$ cat src/design/sbopd_pkg.sv
// shared types, codes and constants of the sphere and box overlap pair detector
package sbopd_pkg;

  localparam int DEF_TABLE_DEPTH = 32;

  localparam int ACTION_W    = 2;
  localparam int ID_W        = 16;
  localparam int POS_W       = 24;
  localparam int EXT_W       = 23;
  localparam int STATUS_W    = 2;
  localparam int HIT_INDEX_W = 5;
  localparam int CFG_INDEX_W = 2;
  localparam int CFG_DATA_W  = 1;

  // action codes
  localparam logic [ACTION_W-1:0] ACT_CLEAR  = 2'd0;
  localparam logic [ACTION_W-1:0] ACT_APPEND = 2'd1;
  localparam logic [ACTION_W-1:0] ACT_QUERY  = 2'd2;

  // status codes
  localparam logic [STATUS_W-1:0] STAT_OK   = 2'd0;
  localparam logic [STATUS_W-1:0] STAT_FULL = 2'd1;
  localparam logic [STATUS_W-1:0] STAT_DUP  = 2'd2;

  // configuration register indexes
  localparam logic [CFG_INDEX_W-1:0] CFG_SHAPE_KIND  = 2'd0;
  localparam logic [CFG_INDEX_W-1:0] CFG_MODE_MUTUAL = 2'd1;

  typedef struct packed {
    logic [ACTION_W-1:0]    action;
    logic [ID_W-1:0]        entry_id;
    logic signed [POS_W-1:0] pos_x;
    logic signed [POS_W-1:0] pos_y;
    logic signed [POS_W-1:0] pos_z;
    logic [EXT_W-1:0]       radius;
    logic [EXT_W-1:0]       size_x;
    logic [EXT_W-1:0]       size_y;
    logic [EXT_W-1:0]       size_z;
  } in_word_t;

  typedef struct packed {
    logic [STATUS_W-1:0]    status;
    logic                   hit;
    logic [HIT_INDEX_W-1:0] hit_index;
    logic [ID_W-1:0]        hit_id;
    logic                   both_ways;
    logic                   last;
  } result_t;

  typedef struct packed {
    logic [ID_W-1:0]         id;
    logic signed [POS_W-1:0] pos_x;
    logic signed [POS_W-1:0] pos_y;
    logic signed [POS_W-1:0] pos_z;
    logic [EXT_W-1:0]        radius;
    logic [EXT_W-1:0]        size_x;
    logic [EXT_W-1:0]        size_y;
    logic [EXT_W-1:0]        size_z;
  } entry_t;

  typedef struct packed {
    logic                   en;
    logic [CFG_INDEX_W-1:0] index;
    logic [CFG_DATA_W-1:0]  data;
  } cfg_write_t;

  typedef struct packed {
    logic load;
    logic issue;
    logic finish;
  } dp_cmd_t;

  typedef struct packed {
    logic count_zero;
    logic last_addr;
    logic pipe_busy;
  } dp_status_t;

  typedef enum logic [1:0] {
    S_IDLE,
    S_SCAN,
    S_DRAIN,
    S_FINISH
  } state_t;

endpackage

$ cat src/design/sbopd_ctrl.sv
// control state machine: scan sequencing, pipeline drain and closing word
module sbopd_ctrl (
  input  logic                         clk,
  input  logic                         rst,
  input  logic                         start,
  input  logic [sbopd_pkg::ACTION_W-1:0] action,
  input  sbopd_pkg::dp_status_t        stat,
  output sbopd_pkg::dp_cmd_t           cmd,
  output logic                         busy
);
  import sbopd_pkg::*;

  state_t state;
  state_t state_next;

  always_ff @(posedge clk) begin
    if (rst) begin
      state <= S_IDLE;
    end else begin
      state <= state_next;
    end
  end

  always_comb begin
    state_next = state;
    case (state)
      S_IDLE: begin
        if (start) begin
          if ((action inside {ACT_APPEND, ACT_QUERY}) && !stat.count_zero) begin
            state_next = S_SCAN;
          end else begin
            state_next = S_FINISH;
          end
        end
      end
      S_SCAN: begin
        if (stat.last_addr) begin
          state_next = S_DRAIN;
        end
      end
      S_DRAIN: begin
        if (!stat.pipe_busy) begin
          state_next = S_FINISH;
        end
      end
      S_FINISH: begin
        state_next = S_IDLE;
      end
      default: begin
        state_next = S_IDLE;
      end
    endcase
  end

  always_comb begin
    cmd.load   = 1'b0;
    cmd.issue  = 1'b0;
    cmd.finish = 1'b0;
    busy       = 1'b1;
    case (state)
      S_IDLE: begin
        cmd.load = start;
        busy     = 1'b0;
      end
      S_SCAN: begin
        cmd.issue = 1'b1;
      end
      S_DRAIN: begin
      end
      S_FINISH: begin
        cmd.finish = 1'b1;
      end
      default: begin
      end
    endcase
  end

endmodule

$ cat config.mk
export PLATFORM = sky130hd
export DESIGN_NAME = sbopd_ctrl
export DESIGN_NICKNAME = d
export VERILOG_FILES = /design/src/design/sbopd_pkg.sv /design/src/design/sbopd_ctrl.sv
export SDC_FILE = /design/constraint.sdc
export NUM_CORES = 1
export LEC_CHECK = 0
export BUFFER_PORTS_ARGS = -buffer_cell sky130_fd_sc_hd__buf_4
export CAP_MARGIN = 20
export CORE_AREA = 8 8 45 47
export DETAILED_ROUTE_END_ITERATION = 6
export DIE_AREA = 0 0 53 55
export SYNTH_ARGS = -nofsm -noshare
export SYNTH_HDL_FRONTEND = slang
export SYNTH_SLANG_ARGS = --single-unit
$ cat constraint.sdc
create_clock -name clk -period 1.1 [get_ports clk]
set_input_delay 0.22 -clock clk [delete_from_list [all_inputs] [get_ports clk]]
set_output_delay 0.22 -clock clk [all_outputs]
set_load 0.02 [all_outputs]
==> results of run 1 <==
==> timing repair <==
item,4_1_cts,5_1_grt
resized for setup,9,1
setup endpoints to repair,5,6
buffers inserted,2,0
pin swaps,1,1
==> placed cells by master, fill, tap and decap left out <==
cell type,count
sky130_fd_sc_hd__inv_4,2
sky130_fd_sc_hd__clkbuf_4,3
sky130_fd_sc_hd__ha_1,1
sky130_fd_sc_hd__inv_1,1
sky130_fd_sc_hd__a21oi_1,1
sky130_fd_sc_hd__nor3b_1,1
sky130_fd_sc_hd__o41ai_2,1
sky130_fd_sc_hd__xnor2_1,1
sky130_fd_sc_hd__nand2b_1,1
sky130_fd_sc_hd__nand2b_4,1
sky130_fd_sc_hd__ha_2,1
sky130_fd_sc_hd__nand2_2,1
sky130_fd_sc_hd__buf_4,9
sky130_fd_sc_hd__a311o_1,1
sky130_fd_sc_hd__ha_4,3
sky130_fd_sc_hd__nand3_2,1
sky130_fd_sc_hd__dfxtp_2,2
sky130_fd_sc_hd__and2_4,1
sky130_fd_sc_hd__a31o_1,1
sky130_fd_sc_hd__buf_6,5
sky130_fd_sc_hd__nor2_1,2
==> area by class of cell <==
cell class | instances | area share
repair buffers | 14 | 0.284
flip-flops and latches | 2 | 0.0974
well taps | 16 | 0.0458
multi-input cells | 18 | 0.484
inverters | 3 | 0.0372
clock buffers | 3 | 0.0516
==> stage by stage <==
| step | instances | power, mW | setup TNS [ns] | hold WS, ns |
|---|---|---|---|---|
| 6_report | 56 | 1.08 | -0.508 | 0.203 |
| 5_1_grt | 56 | 1.18 | -0.785 | 0.192 |
| 4_1_cts | 56 | 1.09 | -0.557 | 0.195 |
| 3_5_place_dp | 51 | 0.777 | -0.0869 | 0.433 |
| 3_3_place_gp | 51 | 0.772 | -0.103 | 0.439 |
| 2_1_floorplan | 23 | 0.589 | -0.0400 | 0.313 |
==> layer usage <==
layer / global-route usage / vias up
met4: 0.0259 / 0
met1: 0.0409 / 98
met3: 0.0481 / 0
met5: 0 / -
met2: 0.0469 / 14
li1: - / 115
==> kinds of logic after synthesis <==
| family | share of synthesized area |
|---|---|
| and+or+nand+nor | 0.231 |
| adders and majority gates | 0.296 |
| AOI/OAI and AO/OA | 0.189 |
| buffers and inverters | 0.0533 |
| DFF | 0.189 |
| xor gates and xnor gates | 0.0414 |
==> power by group through the flow <==
| stage | clock network (mW) | logic (mW) | registers, mW |
|---|---|---|---|
| 2_1_floorplan | 0 | 0.438 | 0.151 |
| 3_3_place_gp | 0 | 0.624 | 0.148 |
| 3_5_place_dp | 0 | 0.627 | 0.150 |
| 4_1_cts | 0.174 | 0.769 | 0.149 |
| 5_1_grt | 0.191 | 0.835 | 0.156 |
| 6_report | 0.165 | 0.762 | 0.151 |
==> worst max path at each step <==
stage,slack (ns),depth (start not counted),to,startpoint
floorplan,-0.04,5,state[1]$_SDFFE_PP0P_,state[1]$_SDFFE_PP0P_
finish,-0.17,4,cmd[2],state[0]$_SDFFE_PP0P_
global route,-0.20,4,cmd[2],state[1]$_SDFFE_PP0P_
CTS,-0.16,4,cmd[2],state[0]$_SDFFE_PP0P_
detailed placement,-0.09,5,state[1]$_SDFFE_PP0P_,state[1]$_SDFFE_PP0P_
global placement,-0.10,5,state[1]$_SDFFE_PP0P_,state[1]$_SDFFE_PP0P_
==> impl_metrics.xml, run 1 <==
<?xml version="1.0" encoding="UTF-8"?>
<metrics>
  <group name="outcome">
    <metric name="status" unit="">finished with violations</metric>
    <metric name="violations" unit="">negative setup slack</metric>
  </group>
  <group name="worst_setup_path">
    <metric name="worst_ep_required_time" unit="ns">0.88</metric>
    <metric name="worst_r2r_startpoint" unit="">state[1]$_SDFFE_PP0P_</metric>
    <metric name="setup_slack_of_the_most_critical_reg_to_reg_path" unit="ns">-0.09</metric>
    <metric name="r2r_cells" unit="">5</metric>
    <metric name="crit_path_start_kind" unit="">flop</metric>
    <metric name="crit_path_top_delay_cell" unit="">sky130_fd_sc_hd__dfxtp_2</metric>
    <metric name="rr_endpoint" unit="">state[1]$_SDFFE_PP0P_</metric>
    <metric name="max_stage_delay" unit="ns">0.36</metric>
    <metric name="worstPathMaxFanout" unit="">4</metric>
    <metric name="path_class" unit="">flop to output port</metric>
    <metric name="path_cells" unit="">inv_4 -&gt; ha_4 -&gt; and2_4 -&gt; buf_6</metric>
    <metric name="path_delay_family" unit="">flip-flops</metric>
    <metric name="end_kind" unit="">output port</metric>
    <metric name="path_buf_inv" unit="">2</metric>
    <metric name="cp.arrival" unit="ns">1.05</metric>
  </group>
  <group name="grt">
    <metric name="number_of_global_route_vias_before_repair" unit="">208</metric>
    <metric name="total_global_routing_overflow" unit="">0</metric>
    <metric name="global_route_wire_length_before_repair" unit="um">807</metric>
    <metric name="track_usage" unit="">0.0409</metric>
    <metric name="maximum_number_of_pins_on_one_net_before_global_route_repair" unit="">5</metric>
    <metric name="number_of_antenna_violations_at_the_first_check_in_global_routing" unit="">0</metric>
  </group>
  <group name="power">
    <metric name="clock_power_share" unit="">0.153</metric>
    <metric name="irDropWorstVdd" unit="V">0.000805</metric>
    <metric name="share_seq_of_total_power" unit="">0.140</metric>
    <metric name="proportion_of_power_drawn_by_combinational_gates" unit="">0.707</metric>
    <metric name="power.share.switching" unit="">0.411</metric>
    <metric name="internal_power" unit="mW">0.635</metric>
    <metric name="power.switching" unit="mW">0.443</metric>
    <metric name="leakagePower" unit="nW">0.198</metric>
    <metric name="power-per-cell-area" unit="nW/um^2">2470</metric>
  </group>
  <group name="yosys">
    <metric name="synth.distinct_cells" unit="">14</metric>
    <metric name="top_cells_by_area_in_the_synthesized_netlist" unit="">sky130_fd_sc_hd__ha_1 30%, sky130_fd_sc_hd__dfxtp_1 19%, sky130_fd_sc_hd__o41ai_2 7.7%</metric>
    <metric name="synth_largest_type_area_fraction" unit="">0.296</metric>
    <metric name="leading_cell_type_by_number_of_instances_after_synthesis" unit="">sky130_fd_sc_hd__ha_1</metric>
    <metric name="synthArstFlopShare" unit="">0</metric>
    <metric name="synth_largest_area_cell" unit="">sky130_fd_sc_hd__ha_1</metric>
    <metric name="yosysSeqAreaShare" unit="">0.189</metric>
    <metric name="post_syn_nets" unit="">36</metric>
    <metric name="synth_cells" unit="">23</metric>
    <metric name="synth.avg_cell_area" unit="sq um">9.19</metric>
    <metric name="count_of_flip_flops_with_a_built_in_enable_after_synthesis" unit="">0</metric>
    <metric name="ys.warnings.count" unit="">0</metric>
    <metric name="synth_area" unit="sq um">211</metric>
    <metric name="yosys_most_used_dff" unit="">sky130_fd_sc_hd__dfxtp_1</metric>
    <metric name="synthesis_stage_register_bit_count" unit="">2</metric>
    <metric name="yosys-top-cells-count" unit="">5 x sky130_fd_sc_hd__ha_1, 3 x sky130_fd_sc_hd__inv_1, 2 x sky130_fd_sc_hd__dfxtp_1, 2 x sky130_fd_sc_hd__nand2b_1, 2 x sky130_fd_sc_hd__nor2_1</metric>
  </group>
  <group name="layout">
    <metric name="multi_input_comb_area" unit="sq um">211</metric>
    <metric name="top_regs" unit="">state (2)</metric>
    <metric name="postLayoutCellArea" unit="sq um">437</metric>
    <metric name="n_antenna_cell" unit="">0</metric>
    <metric name="registers.top_by_ff_count" unit="">state</metric>
    <metric name="num-nets-final" unit="">55</metric>
    <metric name="largest_register_ff_count" unit="">2</metric>
    <metric name="fillerInstances" unit="">145</metric>
    <metric name="post_route_cells_drive_above_1_share" unit="">0.750</metric>
    <metric name="utilization" unit="">0.316</metric>
    <metric name="area_taken_by_flip_flops_and_latches" unit="sq um">42.5</metric>
    <metric name="area_overhead_of_the_layout_relative_to_synthesis" unit="%">107</metric>
  </group>
  <group name="place">
    <metric name="finalWeightedCongestion" unit="">0.669</metric>
    <metric name="port-buffer-count" unit="">11</metric>
    <metric name="detailed_place.area" unit="sq um">362</metric>
    <metric name="dp_hpwl" unit="um">435</metric>
    <metric name="preCtsSetupSlack" unit="ns">-0.0869</metric>
  </group>
  <group name="drt">
    <metric name="topRoutingLayerUsed" unit="">met3</metric>
    <metric name="drcViolationCount" unit="">0</metric>
    <metric name="wirelength" unit="um">533</metric>
    <metric name="post_route_m1_wl" unit="um">228</metric>
    <metric name="wl_met3" unit="um">86</metric>
    <metric name="post_drt_via_cell_ratio" unit="">4.05</metric>
    <metric name="num_vias" unit="">227</metric>
    <metric name="ant_nets" unit="">0</metric>
    <metric name="wl_met2" unit="um">218</metric>
    <metric name="drt-wirelength-per-cell" unit="um">9.52</metric>
    <metric name="detail_route.iter0.violations" unit="">6</metric>
    <metric name="drt_pre_antenna_iters" unit="">4</metric>
  </group>
  <group name="timing">
    <metric name="final.min_clock_period" unit="ns">1.27</metric>
    <metric name="setup-violations-final" unit="">5</metric>
    <metric name="slew_headroom" unit="">0.847</metric>
    <metric name="achievable-frequency" unit="MHz">790</metric>
    <metric name="finalClockSkew" unit="ns">0.00389</metric>
    <metric name="layout_worst_path_cycle_share" unit="">1.15</metric>
    <metric name="max_slew.worst_pin.slew" unit="ns">0.229</metric>
    <metric name="drv_slew" unit="">0</metric>
    <metric name="hold_viol_final" unit="">0</metric>
    <metric name="setup_ws" unit="ns">-0.166</metric>
    <metric name="grt_setup_unrepaired" unit="">yes</metric>
  </group>
  <group name="clock_network">
    <metric name="cts.reportedPaths.clkPinSlew" unit="ns">0.03</metric>
    <metric name="cts_inserted_buffers" unit="">3</metric>
    <metric name="ctsLongestPathBuffers" unit="">2</metric>
    <metric name="cts.root.buffer_cell" unit="">sky130_fd_sc_hd__clkbuf_4</metric>
    <metric name="cts_tree" unit="">built</metric>
    <metric name="htree_num_levels" unit="">1</metric>
    <metric name="clock_sink_count" unit="">2</metric>
    <metric name="clk-insertion-delay-late" unit="ns">0.23</metric>
    <metric name="ctsHoldBuffers" unit="">0</metric>
  </group>
  <group name="min_path">
    <metric name="min_delay_worst_endpoint" unit="">state[1]$_SDFFE_PP0P_</metric>
    <metric name="min-delay-start" unit="">rst</metric>
    <metric name="whs_path_depth" unit="">2</metric>
    <metric name="hp-class" unit="">input pin to flop</metric>
  </group>
  <group name="floorplan">
    <metric name="floorplan.rows" unit="">14</metric>
    <metric name="core_area" unit="sq um">1380</metric>
    <metric name="chipHeight" unit="um">55</metric>
    <metric name="chipWidth" unit="um">53</metric>
    <metric name="die-area" unit="sq um">2920</metric>
    <metric name="effective_utilization_at_floorplan" unit="">0.153</metric>
    <metric name="top_level_ports" unit="">12</metric>
  </group>
  <group name="run">
    <metric name="cap_viol_max_count" unit="">0</metric>
  </group>
</metrics>
Power figures use the tool's default switching activity.
==> run 2, diff against run 1 <==
SETUP_SLACK_MARGIN = 0.05   (was default)
==> impl_metrics.xml, run 2 (synthesized netlist as in run 1, its figures left out) <==
<?xml version="1.0" encoding="UTF-8"?>
<metrics>
  <group name="timing">
    <metric name="achievable-frequency" unit="MHz">790</metric>
    <metric name="hold_viol_final" unit="">0</metric>
    <metric name="finalClockSkew" unit="ns">0.00389</metric>
    <metric name="final.min_clock_period" unit="ns">1.27</metric>
    <metric name="grt_setup_unrepaired" unit="">yes</metric>
    <metric name="drv_slew" unit="">0</metric>
    <metric name="slew_headroom" unit="">0.847</metric>
    <metric name="layout_worst_path_cycle_share" unit="">1.15</metric>
    <metric name="max_slew.worst_pin.slew" unit="ns">0.229</metric>
    <metric name="setup_ws" unit="ns">-0.166</metric>
    <metric name="setup-violations-final" unit="">5</metric>
    <metric name="setup_total_negative_slack" unit="ns">-0.508</metric>
  </group>
  <group name="worst_setup_path">
    <metric name="worst_ep_required_time" unit="ns">0.88</metric>
    <metric name="crit_path_start_kind" unit="">flop</metric>
    <metric name="cp.arrival" unit="ns">1.05</metric>
    <metric name="worstPathMaxFanout" unit="">4</metric>
    <metric name="setup_slack_of_the_most_critical_reg_to_reg_path" unit="ns">-0.09</metric>
    <metric name="end_kind" unit="">output port</metric>
    <metric name="path_class" unit="">flop to output port</metric>
  </group>
  <group name="drt">
    <metric name="num_vias" unit="">227</metric>
    <metric name="drt_pre_antenna_iters" unit="">4</metric>
    <metric name="wirelength" unit="um">533</metric>
    <metric name="detail_route.iter0.violations" unit="">6</metric>
    <metric name="drcViolationCount" unit="">0</metric>
    <metric name="post_drt_via_cell_ratio" unit="">4.05</metric>
    <metric name="drt-wirelength-per-cell" unit="um">9.52</metric>
    <metric name="ant_nets" unit="">0</metric>
  </group>
  <group name="clock_network">
    <metric name="clk-insertion-delay-late" unit="ns">0.23</metric>
    <metric name="ctsLongestPathBuffers" unit="">2</metric>
    <metric name="clock_sink_count" unit="">2</metric>
    <metric name="cts.root.buffer_cell" unit="">sky130_fd_sc_hd__clkbuf_4</metric>
    <metric name="cts.reportedPaths.clkPinSlew" unit="ns">0.03</metric>
    <metric name="htree_num_levels" unit="">1</metric>
    <metric name="cts_inserted_buffers" unit="">3</metric>
    <metric name="cts_tree" unit="">built</metric>
  </group>
  <group name="layout">
    <metric name="top_regs" unit="">state (2)</metric>
    <metric name="largest_register_ff_count" unit="">2</metric>
    <metric name="registers.top_by_ff_count" unit="">state</metric>
    <metric name="num-nets-final" unit="">55</metric>
    <metric name="area_overhead_of_the_layout_relative_to_synthesis" unit="%">107</metric>
    <metric name="most-common-layout-cells" unit="">9 x sky130_fd_sc_hd__buf_4, 5 x sky130_fd_sc_hd__buf_6, 3 x sky130_fd_sc_hd__ha_4, 3 x sky130_fd_sc_hd__clkbuf_4</metric>
    <metric name="n_antenna_cell" unit="">0</metric>
    <metric name="post_route_cells_drive_above_1_share" unit="">0.750</metric>
    <metric name="final_common_cell" unit="">sky130_fd_sc_hd__buf_4</metric>
  </group>
  <group name="place">
    <metric name="finalWeightedCongestion" unit="">0.669</metric>
    <metric name="dp_hpwl" unit="um">435</metric>
    <metric name="preCtsSetupSlack" unit="ns">-0.0869</metric>
    <metric name="port-buffer-count" unit="">11</metric>
  </group>
  <group name="floorplan">
    <metric name="effective_utilization_at_floorplan" unit="">0.153</metric>
    <metric name="top_level_ports" unit="">12</metric>
    <metric name="chipHeight" unit="um">55</metric>
    <metric name="core_area" unit="sq um">1380</metric>
    <metric name="die-area" unit="sq um">2920</metric>
    <metric name="floorplan.rows" unit="">14</metric>
    <metric name="chipWidth" unit="um">53</metric>
  </group>
  <group name="grt">
    <metric name="track_usage" unit="">0.0409</metric>
    <metric name="gr-usage-met3" unit="">0.0481</metric>
    <metric name="maximum_number_of_pins_on_one_net_before_global_route_repair" unit="">5</metric>
    <metric name="total_global_routing_overflow" unit="">0</metric>
    <metric name="grt_util_met1" unit="">0.0409</metric>
    <metric name="number_of_antenna_violations_at_the_first_check_in_global_routing" unit="">0</metric>
    <metric name="number_of_global_route_vias_before_repair" unit="">208</metric>
    <metric name="grt_most_used_layer" unit="">met3</metric>
    <metric name="global_route_wire_length_before_repair" unit="um">807</metric>
    <metric name="met2_usage" unit="">0.0469</metric>
  </group>
  <group name="power">
    <metric name="power-per-cell-area" unit="nW/um^2">2470</metric>
    <metric name="irDropWorstVdd" unit="V">0.000805</metric>
    <metric name="leakagePower" unit="nW">0.198</metric>
  </group>
  <group name="min_path">
    <metric name="hp-class" unit="">input pin to flop</metric>
  </group>
  <group name="outcome">
    <metric name="status" unit="">finished with violations</metric>
    <metric name="violations" unit="">negative setup slack</metric>
  </group>
  <group name="run">
    <metric name="cap_viol_max_count" unit="">0</metric>
  </group>
</metrics>
## run 2: cell counts in the layout (fill, tap and decap cells not counted)
Identical to the previous run, type by type.
## run 2: area by class of cell
type                    count  area [sq um]
fillers                   145           947
multi-input cells          18           211
repair buffers             14           124
flip-flops and latches      2          42.5
clock buffers               3          22.5
well taps                  16          20.0
inverters                   3          16.3
## run 2: through the flow
stage | instance area [sq um] | power (mW) | hold WS, ns | utilization | instances
floorplan | 251 | 0.589 | 0.313 | - | 23
global placement | 362 | 0.772 | 0.439 | 0.261 | 51
detailed placement | 362 | 0.777 | 0.433 | 0.261 | 51
CTS | 433 | 1.09 | 0.195 | 0.313 | 56
global route | 437 | 1.18 | 0.192 | 0.316 | 56
finish | 437 | 1.08 | 0.203 | 0.316 | 56
## run 2: critical path: stages (launching register included)
cell	delay, ns
sky130_fd_sc_hd__dfxtp_2	0.36
sky130_fd_sc_hd__inv_4	0.06
sky130_fd_sc_hd__ha_4	0.16
sky130_fd_sc_hd__and2_4	0.13
sky130_fd_sc_hd__buf_6	0.12
## run 2: final timing paths
check	cells after the start	to	from
max	4	cmd[2]	state[0]$_SDFFE_PP0P_
max reg2reg	5	state[1]$_SDFFE_PP0P_	state[1]$_SDFFE_PP0P_
min reg2reg	2	state[0]$_SDFFE_PP0P_	state[0]$_SDFFE_PP0P_
min	2	state[1]$_SDFFE_PP0P_	rst
## run 2: what timing repair did
| action | 4_1_cts | 5_1_grt |
|---|---|---|
| pin swaps | 1 | 1 |
| hold buffers | 0 | 0 |
| endpoints found under the setup margin | 6 | 6 |
| setup buffers | 2 | 0 |
| gates resized for setup | 9 | 1 |
## run 2: routing by layer
metal / routed length (um) / part of all wire
met1: 228 / 0.43
met2: 218 / 0.41
met3: 86 / 0.16
met4: 0 / 0
met5: 0 / 0
## run 2: power by group
part           switching [mW]  internal (mW)
registers              0.0376          0.113
clock network          0.0446          0.121
logic                   0.360          0.401
==> run 3, diff against run 2 <==
CTS_BUF_LIST = sky130_fd_sc_hd__clkbuf_16   (was default)
==> impl_metrics.xml, run 3 (synthesized netlist as in run 1, its figures left out) <==
<?xml version="1.0" encoding="UTF-8"?>
<metrics>
  <group name="power">
    <metric name="irDropWorstVdd" unit="V">0.00127</metric>
    <metric name="power-per-cell-area" unit="nW/um^2">2970</metric>
    <metric name="leakagePower" unit="nW">0.222</metric>
  </group>
  <group name="floorplan">
    <metric name="floorplan.rows" unit="">14</metric>
    <metric name="top_level_ports" unit="">12</metric>
    <metric name="die-area" unit="sq um">2920</metric>
    <metric name="core_area" unit="sq um">1380</metric>
    <metric name="chipWidth" unit="um">53</metric>
    <metric name="effective_utilization_at_floorplan" unit="">0.153</metric>
    <metric name="chipHeight" unit="um">55</metric>
  </group>
  <group name="layout">
    <metric name="area_overhead_of_the_layout_relative_to_synthesis" unit="%">137</metric>
    <metric name="fillerInstances" unit="">144</metric>
    <metric name="utilization" unit="">0.362</metric>
    <metric name="postLayoutCellArea" unit="sq um">500</metric>
    <metric name="num-nets-final" unit="">55</metric>
    <metric name="registers.top_by_ff_count" unit="">state</metric>
    <metric name="area_taken_by_flip_flops_and_latches" unit="sq um">47.5</metric>
    <metric name="post_route_cells_drive_above_1_share" unit="">0.775</metric>
    <metric name="n_antenna_cell" unit="">0</metric>
    <metric name="top_regs" unit="">state (2)</metric>
    <metric name="largest_register_ff_count" unit="">2</metric>
    <metric name="most-common-layout-cells" unit="">8 x sky130_fd_sc_hd__buf_4, 6 x sky130_fd_sc_hd__buf_6, 3 x sky130_fd_sc_hd__ha_4, 3 x sky130_fd_sc_hd__clkbuf_16</metric>
    <metric name="final_common_cell" unit="">sky130_fd_sc_hd__buf_4</metric>
    <metric name="multi_input_comb_area" unit="sq um">214</metric>
    <metric name="final_cells" unit="">56</metric>
  </group>
  <group name="drt">
    <metric name="drt-wirelength-per-cell" unit="um">10.1</metric>
    <metric name="drt_pre_antenna_iters" unit="">3</metric>
    <metric name="num_vias" unit="">222</metric>
    <metric name="drcViolationCount" unit="">0</metric>
    <metric name="detail_route.iter0.violations" unit="">3</metric>
    <metric name="ant_nets" unit="">0</metric>
    <metric name="wirelength" unit="um">566</metric>
    <metric name="post_drt_via_cell_ratio" unit="">3.96</metric>
  </group>
  <group name="place">
    <metric name="dp.cells" unit="">51</metric>
    <metric name="dp_hpwl" unit="um">435</metric>
    <metric name="port-buffer-count" unit="">11</metric>
    <metric name="detailed_place.area" unit="sq um">362</metric>
    <metric name="finalWeightedCongestion" unit="">0.669</metric>
  </group>
  <group name="min_path">
    <metric name="min-delay-start" unit="">rst</metric>
    <metric name="hp-class" unit="">input pin to flop</metric>
    <metric name="whs_path_depth" unit="">2</metric>
    <metric name="min_delay_worst_endpoint" unit="">state[1]$_SDFFE_PP0P_</metric>
  </group>
  <group name="worst_setup_path">
    <metric name="r2r_cells" unit="">5</metric>
    <metric name="path_class" unit="">flop to output port</metric>
    <metric name="rr_endpoint" unit="">state[1]$_SDFFE_PP0P_</metric>
    <metric name="worst_r2r_startpoint" unit="">state[1]$_SDFFE_PP0P_</metric>
    <metric name="crit_path_start_kind" unit="">flop</metric>
    <metric name="worst_ep_required_time" unit="ns">0.88</metric>
    <metric name="end_kind" unit="">output port</metric>
    <metric name="cp.arrival" unit="ns">1.03</metric>
    <metric name="setup_slack_of_the_most_critical_reg_to_reg_path" unit="ns">-0.09</metric>
    <metric name="worstPathMaxFanout" unit="">4</metric>
  </group>
  <group name="clock_network">
    <metric name="clk-insertion-delay-late" unit="ns">0.22</metric>
    <metric name="cts_tree" unit="">built</metric>
    <metric name="ctsHoldBuffers" unit="">0</metric>
    <metric name="cts.root.buffer_cell" unit="">sky130_fd_sc_hd__clkbuf_16</metric>
    <metric name="cts.reportedPaths.clkPinSlew" unit="ns">0.03</metric>
    <metric name="ctsLongestPathBuffers" unit="">2</metric>
    <metric name="clock_sink_count" unit="">2</metric>
    <metric name="htree_num_levels" unit="">1</metric>
    <metric name="cts_inserted_buffers" unit="">3</metric>
  </group>
  <group name="timing">
    <metric name="final.min_clock_period" unit="ns">1.25</metric>
    <metric name="setup-violations-final" unit="">5</metric>
    <metric name="grt_setup_unrepaired" unit="">yes</metric>
    <metric name="achievable-frequency" unit="MHz">803</metric>
    <metric name="max_slew.worst_pin.slew" unit="ns">0.229</metric>
    <metric name="layout_worst_path_cycle_share" unit="">1.13</metric>
    <metric name="drv_slew" unit="">0</metric>
    <metric name="finalClockSkew" unit="ns">0.00318</metric>
    <metric name="setup_ws" unit="ns">-0.146</metric>
    <metric name="slew_headroom" unit="">0.847</metric>
    <metric name="hold_viol_final" unit="">0</metric>
  </group>
  <group name="grt">
    <metric name="global_route_wire_length_before_repair" unit="um">828</metric>
    <metric name="number_of_antenna_violations_at_the_first_check_in_global_routing" unit="">0</metric>
    <metric name="total_global_routing_overflow" unit="">0</metric>
    <metric name="maximum_number_of_pins_on_one_net_before_global_route_repair" unit="">5</metric>
    <metric name="number_of_global_route_vias_before_repair" unit="">220</metric>
    <metric name="track_usage" unit="">0.0437</metric>
  </group>
  <group name="outcome">
    <metric name="violations" unit="">negative setup slack</metric>
    <metric name="status" unit="">finished with violations</metric>
  </group>
  <group name="run">
    <metric name="cap_viol_max_count" unit="">0</metric>
  </group>
</metrics>
## run 3: final cells by class
cell class,count,area share
multi-input combinational,18,0.427
timing repair buffer,14,0.255
clock buffer,3,0.150
sequential,2,0.0950
tap,16,0.0400
inverter,3,0.0325
## run 3: worst max-delay path by stage
stage                                     start                    end  cells after the start
after floorplan           state[1]$_SDFFE_PP0P_  state[1]$_SDFFE_PP0P_                      5
after global placement    state[1]$_SDFFE_PP0P_  state[1]$_SDFFE_PP0P_                      5
after detailed placement  state[1]$_SDFFE_PP0P_  state[1]$_SDFFE_PP0P_                      5
after CTS                 state[0]$_SDFFE_PP0P_                 cmd[2]                      4
after global routing      state[1]$_SDFFE_PP0P_                 cmd[2]                      4
final                     state[0]$_SDFFE_PP0P_                 cmd[2]                      4
## run 3: critical path, cell delays in order, from the launching register on
cell and delay [ns]:
sky130_fd_sc_hd__dfxtp_4 0.36, sky130_fd_sc_hd__inv_4 0.05, sky130_fd_sc_hd__ha_4 0.15, sky130_fd_sc_hd__and2_4 0.13, sky130_fd_sc_hd__buf_6 0.12
## run 3: power by group
group	leakage [nW]	switching [mW]	internal, mW
sequential	0.0178	0.0416	0.125
combinational	0.167	0.367	0.414
clock	0.0370	0.0773	0.462
total	0.222	0.486	1.00
## run 3: timing repair
| item | CTS | global route |
|---|---|---|
| setup buffers | 2 | 0 |
| gates cloned | 0 | 0 |
| pin swaps | 1 | 2 |
| resized for setup | 9 | 5 |
| setup endpoints to repair | 6 | 6 |
## run 3: stage by stage
stage | worst slack (ns) | hold WS [ns] | setup TNS [ns] | power [mW]
final | -0.146 | 0.209 | -0.480 | 1.49
after global routing | -0.172 | 0.215 | -0.664 | 1.58
after detailed placement | -0.0869 | 0.433 | -0.0869 | 0.777
after global placement | -0.103 | 0.439 | -0.103 | 0.772
after floorplan | -0.0400 | 0.313 | -0.0400 | 0.589
after CTS | -0.147 | 0.209 | -0.495 | 1.46
## run 3: metal layers
metal / vias up / share of wire / GRT usage
met1: 98 / 0.40 / 0.0394
li1: 114 / - / -
met3: 0 / 0.15 / 0.0561
met5: - / 0 / 0
met2: 10 / 0.45 / 0.0527
met4: 0 / 0 / 0.0259
